$ cat config.mk
export PLATFORM = sky130hd
export DESIGN_NAME = lru_ttl_cache_with_miss_merge_unit
export DESIGN_NICKNAME = d
export VERILOG_FILES = /design/src/rtl/core/lttc_pkg.sv /design/src/rtl/core/lttc_ram.sv /design/src/rtl/core/lttc_stats.sv /design/src/rtl/core/lru_ttl_cache_with_miss_merge_unit.sv
export SDC_FILE = /design/constraint.sdc
export NUM_CORES = 2
export LEC_CHECK = 0
export BUFFER_PORTS_ARGS = -buffer_cell sky130_fd_sc_hd__buf_2
export CORE_ASPECT_RATIO = 0.6
export CORE_MARGIN = 2
export CORE_UTILIZATION = 29
export DETAILED_ROUTE_END_ITERATION = 7
export GPL_TIMING_DRIVEN = 0
export SLEW_MARGIN = 20
export SYNTH_ARGS = -nofsm -noshare
export SYNTH_HDL_FRONTEND = slang
export SYNTH_SLANG_ARGS = --single-unit
$ cat constraint.sdc
create_clock -name clk -period 13.7 [get_ports clk]
set_input_delay 2.055 -clock clk [delete_from_list [all_inputs] [get_ports clk]]
set_output_delay 2.055 -clock clk [all_outputs]
set_load 0.005 [all_outputs]
$ cat src/rtl/core/lttc_pkg.sv
package lttc_pkg;

  localparam int ENTRIES       = 16;
  localparam int PENDING_SLOTS = 8;
  localparam int KEY_BITS      = 32;
  localparam int VALUE_BITS    = 64;
  localparam int TIME_BITS     = 32;
  localparam int TTL_BITS      = 24;
  localparam int STAT_BITS     = 32;
  localparam int LIMIT_BITS    = 5;

  localparam int EW = $clog2(ENTRIES);
  localparam int PW = (PENDING_SLOTS > 1) ? $clog2(PENDING_SLOTS) : 1;

  localparam logic [1:0] ACT_LOOKUP = 2'd0;
  localparam logic [1:0] ACT_FILL   = 2'd1;
  localparam logic [1:0] ACT_INVAL  = 2'd2;
  localparam logic [1:0] ACT_CLEAR  = 2'd3;

  localparam logic [3:0] ST_HIT     = 4'd0;
  localparam logic [3:0] ST_MISS    = 4'd1;
  localparam logic [3:0] ST_MERGED  = 4'd2;
  localparam logic [3:0] ST_FULL    = 4'd3;
  localparam logic [3:0] ST_STORED  = 4'd4;
  localparam logic [3:0] ST_FAILED  = 4'd5;
  localparam logic [3:0] ST_INVAL   = 4'd6;
  localparam logic [3:0] ST_ABSENT  = 4'd7;
  localparam logic [3:0] ST_CLEARED = 4'd8;

  typedef struct packed {
    logic [1:0]            action;
    logic [KEY_BITS-1:0]   key;
    logic [TIME_BITS-1:0]  now_ms;
    logic [TTL_BITS-1:0]   ttl_ms;
    logic [VALUE_BITS-1:0] fill_value;
    logic                  fill_ok;
  } in_t;

  typedef struct packed {
    logic [3:0]            status;
    logic [KEY_BITS-1:0]   key_echo;
    logic [VALUE_BITS-1:0] read_value;
    logic [EW:0]           entry_count;
    logic [STAT_BITS-1:0]  hit_count;
    logic [STAT_BITS-1:0]  miss_count;
    logic [STAT_BITS-1:0]  eviction_count;
    logic [STAT_BITS-1:0]  merged_count;
  } out_t;

  typedef struct packed {
    logic hit;
    logic miss;
    logic evict;
    logic merged;
  } bump_t;

  typedef struct packed {
    logic [STAT_BITS-1:0] hit;
    logic [STAT_BITS-1:0] miss;
    logic [STAT_BITS-1:0] evict;
    logic [STAT_BITS-1:0] merged;
  } stats_t;

endpackage

$ cat src/rtl/core/lttc_ram.sv
module lttc_ram #(
  parameter int W = 8,
  parameter int D = 16
) (
  input  logic                         clk,
  input  logic                         we,
  input  logic [$clog2(D)-1:0]         waddr,
  input  logic [W-1:0]                 wdata,
  input  logic [$clog2(D)-1:0]         raddr,
  output logic [W-1:0]                 rdata
);
  logic [W-1:0] mem [D];

  always_ff @(posedge clk) begin
    if (we) begin
      mem[waddr] <= wdata;
    end
    rdata <= mem[raddr];
  end
endmodule

$ cat src/rtl/core/lttc_stats.sv
module lttc_stats (
  input  logic           clk,
  input  logic           rst_n,
  input  lttc_pkg::bump_t bump,
  output lttc_pkg::stats_t stats
);
  import lttc_pkg::*;

  stats_t cnt_r, cnt_nxt;

  always_comb begin
    cnt_nxt = cnt_r;
    if (bump.hit && cnt_r.hit != '1) cnt_nxt.hit = cnt_r.hit + 1'b1;
    if (bump.miss && cnt_r.miss != '1) cnt_nxt.miss = cnt_r.miss + 1'b1;
    if (bump.evict && cnt_r.evict != '1) cnt_nxt.evict = cnt_r.evict + 1'b1;
    if (bump.merged && cnt_r.merged != '1) cnt_nxt.merged = cnt_r.merged + 1'b1;
  end

  always_ff @(posedge clk) begin
    if (!rst_n) begin
      cnt_r <= '0;
    end else begin
      cnt_r <= cnt_nxt;
    end
  end

  assign stats = cnt_r;
endmodule

$ cat src/rtl/core/lru_ttl_cache_with_miss_merge_unit.sv
// Sequence: every item scans all entries, then a lookup hit, a removal or a fill runs a rank pass;
// a fill then writes its entry, and each eviction over the entry limit adds another rank pass.
// Throughput: one transaction at a time; the rank memory port is visited once per entry per pass.
// Reset: synchronous active low; entry and pending valid bits, counters and control clear,
// entry_limit returns to 16. Memory contents need no clearing.
module lru_ttl_cache_with_miss_merge_unit (
  input  logic              clk,
  input  logic              rst_n,
  input  logic              in_valid,
  output logic              in_stall,
  input  lttc_pkg::in_t     in_data,
  output logic              out_valid,
  input  logic              out_stall,
  output lttc_pkg::out_t    out_data,
  input  logic              cfg_valid,
  output logic              cfg_ready,
  input  logic [lttc_pkg::LIMIT_BITS-1:0] cfg_data
);
  import lttc_pkg::*;

  localparam logic [2:0] S_IDLE   = 3'd0;
  localparam logic [2:0] S_SCAN   = 3'd1;
  localparam logic [2:0] S_DECIDE = 3'd2;
  localparam logic [2:0] S_PASS   = 3'd3;
  localparam logic [2:0] S_WRITE  = 3'd4;
  localparam logic [2:0] S_LIMIT  = 3'd5;
  localparam logic [2:0] S_FINISH = 3'd6;

  localparam logic [1:0] M_HIT    = 2'd0;
  localparam logic [1:0] M_REMOVE = 2'd1;
  localparam logic [1:0] M_FILL   = 2'd2;
  localparam logic [1:0] M_EVICT  = 2'd3;

  localparam int EDW = KEY_BITS + VALUE_BITS + TIME_BITS;

  logic [2:0]             state_r, state_nxt;
  logic [1:0]             mode_r, mode_nxt;
  logic [EW:0]            cnt_r, cnt_nxt;
  in_t                    item_r, item_nxt;
  logic [ENTRIES-1:0]     valid_r, valid_nxt;
  logic [PENDING_SLOTS-1:0] pvalid_r, pvalid_nxt;
  logic [LIMIT_BITS-1:0]  lim_r, lim_nxt;
  logic                   found_r, found_nxt;
  logic [EW-1:0]          s_r, s_nxt;
  logic [EW-1:0]          rank_r, rank_nxt;
  logic [VALUE_BITS-1:0]  val_r, val_nxt;
  logic [TIME_BITS-1:0]   exp_r, exp_nxt;
  logic                   pm_r, pm_nxt;
  logic                   pf_r, pf_nxt;
  logic [PW-1:0]          pfree_r, pfree_nxt;
  logic                   evf_r, evf_nxt;
  logic [EW:0]            tgt_r, tgt_nxt;
  logic [3:0]             status_r, status_nxt;
  logic [VALUE_BITS-1:0]  rval_r, rval_nxt;
  logic                   out_valid_r, out_valid_nxt;
  out_t                   out_r, out_nxt;

  bump_t                  bump;
  stats_t                 stats;

  logic                   e_we;
  logic [EW-1:0]          e_waddr, e_raddr;
  logic [EDW-1:0]         e_wdata, e_rdata;
  logic                   r_we;
  logic [EW-1:0]          r_waddr, r_raddr;
  logic [EW-1:0]          r_wdata, r_rdata;
  logic                   p_we;
  logic [PW-1:0]          p_waddr, p_raddr;
  logic [KEY_BITS-1:0]    p_rdata;

  logic [EW:0]            jx;
  logic [EW-1:0]          j;
  logic [EW:0]            px;
  logic [PW-1:0]          pj;
  logic [EW:0]            pop;
  logic [EW:0]            lim_eff;
  logic [EW-1:0]          slot;
  logic [TIME_BITS:0]     exp_sum;
  logic [TIME_BITS-1:0]   exp_new;
  logic [KEY_BITS-1:0]    ekey;
  logic [VALUE_BITS-1:0]  eval;
  logic [TIME_BITS-1:0]   eexp;

  lttc_ram #(.W(EDW), .D(ENTRIES)) u_entry_ram (
    .clk(clk), .we(e_we), .waddr(e_waddr), .wdata(e_wdata),
    .raddr(e_raddr), .rdata(e_rdata)
  );

  lttc_ram #(.W(EW), .D(ENTRIES)) u_rank_ram (
    .clk(clk), .we(r_we), .waddr(r_waddr), .wdata(r_wdata),
    .raddr(r_raddr), .rdata(r_rdata)
  );

  lttc_ram #(.W(KEY_BITS), .D(PENDING_SLOTS)) u_pend_ram (
    .clk(clk), .we(p_we), .waddr(p_waddr), .wdata(item_r.key),
    .raddr(p_raddr), .rdata(p_rdata)
  );

  lttc_stats u_stats (.clk(clk), .rst_n(rst_n), .bump(bump), .stats(stats));

  assign jx  = cnt_r - 1'b1;
  assign j   = jx[EW-1:0];
  assign px  = cnt_r - 1'b1;
  assign pj  = px[PW-1:0];
  assign pop = (EW+1)'($countones(valid_r));
  assign {ekey, eval, eexp} = e_rdata;
  assign exp_sum = {1'b0, item_r.now_ms} + {{(TIME_BITS+1-TTL_BITS){1'b0}}, item_r.ttl_ms};
  assign exp_new = exp_sum[TIME_BITS] ? '1 : exp_sum[TIME_BITS-1:0];

  always_comb begin
    if (lim_r == '0) begin
      lim_eff = (EW+1)'(1);
    end else if ({{(EW+1){1'b0}}, lim_r} > (EW+1+LIMIT_BITS)'(ENTRIES)) begin
      lim_eff = (EW+1)'(ENTRIES);
    end else begin
      lim_eff = (EW+1)'(lim_r);
    end
  end

  always_comb begin
    slot = '0;
    for (int i = ENTRIES - 1; i >= 0; i--) begin
      if (!valid_r[i]) slot = EW'(i);
    end
  end

  assign e_raddr = cnt_r[EW-1:0];
  assign r_raddr = cnt_r[EW-1:0];
  assign p_raddr = cnt_r[PW-1:0];
  assign e_waddr = slot;
  assign e_wdata = {item_r.key, item_r.fill_value, exp_new};
  assign e_we    = (state_r == S_WRITE);
  assign p_waddr = pfree_r;

  always_comb begin
    state_nxt     = state_r;
    mode_nxt      = mode_r;
    cnt_nxt       = cnt_r;
    item_nxt      = item_r;
    valid_nxt     = valid_r;
    pvalid_nxt    = pvalid_r;
    lim_nxt       = lim_r;
    found_nxt     = found_r;
    s_nxt         = s_r;
    rank_nxt      = rank_r;
    val_nxt       = val_r;
    exp_nxt       = exp_r;
    pm_nxt        = pm_r;
    pf_nxt        = pf_r;
    pfree_nxt     = pfree_r;
    evf_nxt       = evf_r;
    tgt_nxt       = tgt_r;
    status_nxt    = status_r;
    rval_nxt      = rval_r;
    out_valid_nxt = out_valid_r;
    out_nxt       = out_r;
    bump          = '0;
    r_we          = 1'b0;
    r_waddr       = j;
    r_wdata       = r_rdata;
    p_we          = 1'b0;

    if (cfg_valid) lim_nxt = cfg_data;
    if (out_valid_r && !out_stall) out_valid_nxt = 1'b0;

    unique case (state_r)
      S_IDLE: begin
        if (in_valid) begin
          item_nxt  = in_data;
          cnt_nxt   = '0;
          found_nxt = 1'b0;
          pm_nxt    = 1'b0;
          pf_nxt    = 1'b0;
          rval_nxt  = '0;
          state_nxt = S_SCAN;
        end
      end
      S_SCAN: begin
        if (cnt_r != '0) begin
          if (valid_r[j] && ekey == item_r.key && !found_r) begin
            found_nxt = 1'b1;
            s_nxt     = j;
            rank_nxt  = r_rdata;
            val_nxt   = eval;
            exp_nxt   = eexp;
          end
          if (cnt_r <= (EW+1)'(PENDING_SLOTS)) begin
            if (item_r.action == ACT_FILL) begin
              if (pvalid_r[pj] && p_rdata == item_r.key) pvalid_nxt[pj] = 1'b0;
            end else if (pvalid_r[pj]) begin
              if (p_rdata == item_r.key) pm_nxt = 1'b1;
            end else if (!pf_r) begin
              pf_nxt    = 1'b1;
              pfree_nxt = pj;
            end
          end
        end
        cnt_nxt = cnt_r + 1'b1;
        if (cnt_r == (EW+1)'(ENTRIES)) state_nxt = S_DECIDE;
      end
      S_DECIDE: begin
        cnt_nxt   = '0;
        state_nxt = S_FINISH;
        case (item_r.action)
          ACT_LOOKUP: begin
            if (found_r && exp_r > item_r.now_ms) begin
              bump.hit   = 1'b1;
              status_nxt = ST_HIT;
              rval_nxt   = val_r;
              mode_nxt   = M_HIT;
              state_nxt  = S_PASS;
            end else begin
              if (pm_r) begin
                bump.merged = 1'b1;
                status_nxt  = ST_MERGED;
              end else if (pf_r) begin
                p_we               = 1'b1;
                pvalid_nxt[pfree_r] = 1'b1;
                bump.miss          = 1'b1;
                status_nxt         = ST_MISS;
              end else begin
                status_nxt = ST_FULL;
              end
              if (found_r) begin
                mode_nxt  = M_REMOVE;
                state_nxt = S_PASS;
              end
            end
          end
          ACT_FILL: begin
            if (item_r.fill_ok) begin
              status_nxt = ST_STORED;
              rval_nxt   = item_r.fill_value;
              mode_nxt   = M_FILL;
              evf_nxt    = !found_r && pop == (EW+1)'(ENTRIES);
              state_nxt  = S_PASS;
            end else begin
              status_nxt = ST_FAILED;
            end
          end
          ACT_INVAL: begin
            if (found_r) begin
              status_nxt = ST_INVAL;
              mode_nxt   = M_REMOVE;
              state_nxt  = S_PASS;
            end else begin
              status_nxt = ST_ABSENT;
            end
          end
          default: begin
            valid_nxt  = '0;
            status_nxt = ST_CLEARED;
          end
        endcase
      end
      S_PASS: begin
        if (cnt_r != '0) begin
          unique case (mode_r)
            M_HIT: begin
              if (j == s_r) begin
                r_we    = 1'b1;
                r_wdata = '0;
              end else if (valid_r[j] && r_rdata < rank_r) begin
                r_we    = 1'b1;
                r_wdata = r_rdata + 1'b1;
              end
            end
            M_REMOVE: begin
              if (j == s_r) begin
                valid_nxt[j] = 1'b0;
              end else if (valid_r[j] && r_rdata > rank_r) begin
                r_we    = 1'b1;
                r_wdata = r_rdata - 1'b1;
              end
            end
            M_FILL: begin
              if (found_r && j == s_r) begin
                valid_nxt[j] = 1'b0;
              end else if (valid_r[j] && evf_r && r_rdata == EW'(ENTRIES - 1)) begin
                valid_nxt[j] = 1'b0;
                bump.evict   = 1'b1;
              end else if (valid_r[j]) begin
                r_we = 1'b1;
                if (found_r && r_rdata > rank_r) begin
                  r_wdata = r_rdata;
                end else begin
                  r_wdata = r_rdata + 1'b1;
                end
              end
            end
            default: begin
              if (valid_r[j] && {1'b0, r_rdata} == tgt_r) begin
                valid_nxt[j] = 1'b0;
                bump.evict   = 1'b1;
              end
            end
          endcase
        end
        cnt_nxt = cnt_r + 1'b1;
        if (cnt_r == (EW+1)'(ENTRIES)) begin
          if (mode_r == M_FILL) begin
            state_nxt = S_WRITE;
          end else if (mode_r == M_EVICT) begin
            state_nxt = S_LIMIT;
          end else begin
            state_nxt = S_FINISH;
          end
        end
      end
      S_WRITE: begin
        r_we            = 1'b1;
        r_waddr         = slot;
        r_wdata         = '0;
        valid_nxt[slot] = 1'b1;
        state_nxt       = S_LIMIT;
      end
      S_LIMIT: begin
        if (pop > lim_eff) begin
          tgt_nxt   = pop - 1'b1;
          mode_nxt  = M_EVICT;
          cnt_nxt   = '0;
          state_nxt = S_PASS;
        end else begin
          state_nxt = S_FINISH;
        end
      end
      S_FINISH: begin
        if (!out_valid_r || !out_stall) begin
          out_nxt.status         = status_r;
          out_nxt.key_echo       = item_r.key;
          out_nxt.read_value     = rval_r;
          out_nxt.entry_count    = pop;
          out_nxt.hit_count      = stats.hit;
          out_nxt.miss_count     = stats.miss;
          out_nxt.eviction_count = stats.evict;
          out_nxt.merged_count   = stats.merged;
          out_valid_nxt          = 1'b1;
          state_nxt              = S_IDLE;
        end
      end
      default: begin
        state_nxt = S_IDLE;
      end
    endcase
  end

  always_ff @(posedge clk) begin
    if (!rst_n) begin
      state_r     <= S_IDLE;
      mode_r      <= M_HIT;
      cnt_r       <= '0;
      valid_r     <= '0;
      pvalid_r    <= '0;
      lim_r       <= LIMIT_BITS'(ENTRIES);
      found_r     <= 1'b0;
      pm_r        <= 1'b0;
      pf_r        <= 1'b0;
      evf_r       <= 1'b0;
      out_valid_r <= 1'b0;
    end else begin
      state_r     <= state_nxt;
      mode_r      <= mode_nxt;
      cnt_r       <= cnt_nxt;
      valid_r     <= valid_nxt;
      pvalid_r    <= pvalid_nxt;
      lim_r       <= lim_nxt;
      found_r     <= found_nxt;
      pm_r        <= pm_nxt;
      pf_r        <= pf_nxt;
      evf_r       <= evf_nxt;
      out_valid_r <= out_valid_nxt;
    end
  end

  always_ff @(posedge clk) begin
    item_r   <= item_nxt;
    s_r      <= s_nxt;
    rank_r   <= rank_nxt;
    val_r    <= val_nxt;
    exp_r    <= exp_nxt;
    pfree_r  <= pfree_nxt;
    tgt_r    <= tgt_nxt;
    status_r <= status_nxt;
    rval_r   <= rval_nxt;
    out_r    <= out_nxt;
  end

  assign in_stall  = (state_r != S_IDLE);
  assign out_valid = out_valid_r;
  assign out_data  = out_r;
  assign cfg_ready = 1'b1;

  a_accept_scan: assert property (@(posedge clk) disable iff (!rst_n)
    (in_valid && !in_stall) |=> (state_r == S_SCAN))
    else $error("accepted transaction did not start the entry scan");

  a_write_free: assert property (@(posedge clk) disable iff (!rst_n)
    (state_r == S_WRITE) |-> !valid_r[slot])
    else $error("fill writes over a valid entry");

  a_hit_keeps_valid: assert property (@(posedge clk) disable iff (!rst_n)
    (state_r == S_PASS && mode_r == M_HIT) |=> (valid_r == $past(valid_r)))
    else $error("recency update changed entry valid bits");
endmodule
==> flow_summary.yaml <==
run_status:
  outcome: "finished with violations"
  failing_checks: "DRC"
setup_path:
  worstPathArrival_ns: 8.36
  path_class: "reg2reg"
  timing.critical_path.required_ns: 14.48
  launching_element_type_of_the_critical_path: "flop"
  cp_max_fo: 10
  nature_of_the_critical_path_endpoint: "flop"
power_and_ir_drop:
  net-switching-power_mw: 6.61
  power_frac_comb: 0.153
  worst_vdd_rail_ir_drop_mv: 0.104
  power-per-cell-area_nw_per_um2: 171
  switching_share: 0.262
  pwr-share-clk: 0.353
  power_frac_seq: 0.494
  p_int_mw: 18.6
  p_leak_nw: 46.9
flow_run:
  cap_viol_max_count: 0
placement:
  gp_congestion: 0.831
  port_buffers: 398
  place_hpwl_microns: 231000
timing:
  setup_violations: 0
  holdWs_ns: 0.390
  timing.final.max_slew_violations: 0
  final_period_util: 0.553
  relSlewSlack: 0.210
  min_period_ns: 7.58
  finalSetupTns_ns: 0
  max_slew.worst_pin.slew_ns: 1.17
  clock-skew-final_ns: 0.0898
  fmax_ghz: 0.132
  timing_hold_violations_final: 0
  rsz0062_at_grt: "false"
die:
  die_width_microns: 846
  core_area_sq_um: 423000
  io_pins: 401
  die-height_microns: 509
  num_rows: 185
  design.die.area_sq_um: 430000
  start_util: 0.291
synth:
  synthTopCellsByArea: "sky130_fd_sc_hd__edfxtp_1 72%, sky130_fd_sc_hd__mux4_2 13%, sky130_fd_sc_hd__dfxtp_1 5.5%"
  synth_enable_flop_cells: 2936
  syn_inst: 5946
  synth-async-reset-ratio: 0
  synth.yosys.warnings: 0
  synthesis.area_sq_um: 123000
  ys_seq_area_frac: 0.770
  synth_top_area_cell: "sky130_fd_sc_hd__edfxtp_1"
  dominant_register_cell_in_the_synthesized_netlist: "sky130_fd_sc_hd__edfxtp_1"
  flop_and_latch_count_out_of_synthesis: 3272
  netlist-cell-type-count: 88
  syn_avg_cell_area_sq_um: 20.7
  yosys.area.top_type_share: 0.715
  synth_nets: 6208
drt:
  drc_errors: 95
  detailroute.wirelength.met2_microns: 150000
  detailroute.via_count: 63200
  post_drt_wl_per_cell_microns: 26.6
  top_layer_used: "met5"
  drt-initial-drc-count: 8487
  drt_pre_antenna_iters: 8
  met1_length_microns: 149000
  met3_wirelength_microns: 32400
  wl_microns: 340000
  antenna_violating_nets_post_route: 0
  via_per_inst: 4.95
worst_hold_path:
  holdCritPathClass: "reg2reg"
cts:
  cts.sink_count: 3272
  clk_latency_ns: 0.92
  clk_pin_slew_worst_paths_ns: 0.07
  max-clock-path-buffers: 4
  post_cts.repair.setup_buffers: 0
  cts_htree_levels: 5
  cts_tree: "yes"
  clk_root_buf: "sky130_fd_sc_hd__clkbuf_16"
  postCtsHoldBufs: 0
  cts_inserted_buffers: 317
  cts_repair_resize_count: 0
grt:
  grt_first_pass_wirelength_microns: 474000
  globalRouteOverflowTotal: 0
  grt_pass1_vias: 62500
  antenna_violations_before_repair: 30
  grt.total_usage: 0.153
  grt_max_degree: 58
cells_and_area:
  area_delta_synth_final_pct: 20.1
  most-common-layout-cells: "2936 x sky130_fd_sc_hd__edfxtp_1, 724 x sky130_fd_sc_hd__mux4_2, 456 x sky130_fd_sc_hd__buf_2"
  fillers: 38900
  layout_commonest_cell: "sky130_fd_sc_hd__edfxtp_1"
  nNetsFinal: 7170
  drive_gt1_frac: 0.286
==> final timing paths <==
path,from,endpoint,slack [ns],cells after the start
setup / recovery,cnt_r[1],pvalid_r[1],6.12,15
hold / removal,rval_r[23],out_data[156],0.39,0
setup reg to reg,cnt_r[1],pvalid_r[1],6.12,15
hold reg to reg,rval_r[23],out_data[156],0.39,0
==> sequential cells by signal, indices dropped and copies added, names as in the netlist, 4 cells and up <==
register / count
u_rank_ram.rdata: 4
rank_r: 4
rval_r: 64
valid_r: 16
lim_r: 5
item_r: 59
pvalid_r: 8
u_rank_ram.mem: 64
u_entry_ram.rdata: 128
u_stats.stats: 128
exp_r: 32
u_pend_ram.mem: 256
u_entry_ram.mem: 2048
status_r: 4
u_pend_ram.rdata: 32
s_r: 4
e_wdata: 96
out_data: 233
val_r: 64
cnt_r: 5
tgt_r: 5
==> routing by layer <==
layer	track usage	vias up
met5	0	-
met4	0.0346	14
met3	0.0390	480
met2	0.230	2972
met1	0.224	33400
li1	-	26300
==> worst max-delay path, cell delays in order (launching register included) <==
cell,delay [ns]
sky130_fd_sc_hd__dfxtp_1,0.37
sky130_fd_sc_hd__buf_2,0.45
sky130_fd_sc_hd__clkbuf_2,0.68
sky130_fd_sc_hd__clkbuf_1,0.79
sky130_fd_sc_hd__buf_1,0.81
sky130_fd_sc_hd__inv_1,0.25
sky130_fd_sc_hd__ha_1,0.36
sky130_fd_sc_hd__clkbuf_1,0.35
sky130_fd_sc_hd__clkbuf_1,0.55
sky130_fd_sc_hd__mux2_2,0.27
sky130_fd_sc_hd__a221oi_1,0.07
sky130_fd_sc_hd__o22a_1,0.35
sky130_fd_sc_hd__o31ai_1,0.95
sky130_fd_sc_hd__nand4_1,0.48
sky130_fd_sc_hd__or2_2,0.43
sky130_fd_sc_hd__o221a_2,0.25
==> through the flow <==
step | instances | total power, mW | util | setup slack (ns) | instance area (sq um)
2_1_floorplan | 5946 | 14.9 | - | 4.83 | 123000
3_3_place_gp | 12000 | 16.4 | 0.312 | -6.13 | 132000
3_5_place_dp | 12200 | 16.5 | 0.324 | 6.48 | 137000
4_1_cts | 12800 | 25.5 | 0.349 | 6.46 | 148000
5_1_grt | 12800 | 26.2 | 0.350 | 5.98 | 148000
6_report | 12800 | 25.3 | 0.350 | 6.12 | 148000
==> logic make-up after synthesis <==
kind of cell	synth area share
xor+xnor	0.0117
mux	0.143
fa+ha+maj	0.0105
compound gates	0.0190
other cells	0.0000304
simple gates	0.0349
flops	0.770
buf+inv	0.0114
==> power groups by stage <==
| stage | combinational, mW | sequential, mW | clock (mW) |
|---|---|---|---|
| after floorplan | 2.42 | 12.5 | 0 |
| after global routing | 4.15 | 12.5 | 9.50 |
| after global placement | 3.56 | 12.8 | 0 |
| after CTS | 3.76 | 12.6 | 9.14 |
| final | 3.86 | 12.5 | 8.92 |
| after detailed placement | 3.74 | 12.8 | 0 |
==> layout make-up <==
type	count	area [sq um]	share of cell area
sequential	3272	94900	0.641
clock buffer	445	8950	0.0604
inverter	111	424	0.00287
multi-input combinational	2312	27200	0.184
clock inverter	133	1510	0.0102
buffer	251	1080	0.00729
timing repair buffer	643	6910	0.0467
tap	5610	7020	0.0474
antenna	6	15.0	0.000101
==> cells in the mapped netlist, drive strengths merged, types with 22 or more instances <==
cell type	instances
ha	86
or3	30
o211ai	22
mux4	724
and3	33
nand3	92
edfxtp	2936
nand2	189
nor4	44
buf	91
xnor2	75
nand4	53
nor2	233
inv	111
clkbuf	160
mux2i	86
o21ai	64
nor3	51
a21oi	108
mux2	38
dfxtp	336
nand2b	28
xor2	85
(Power assumes the default switching activity.)
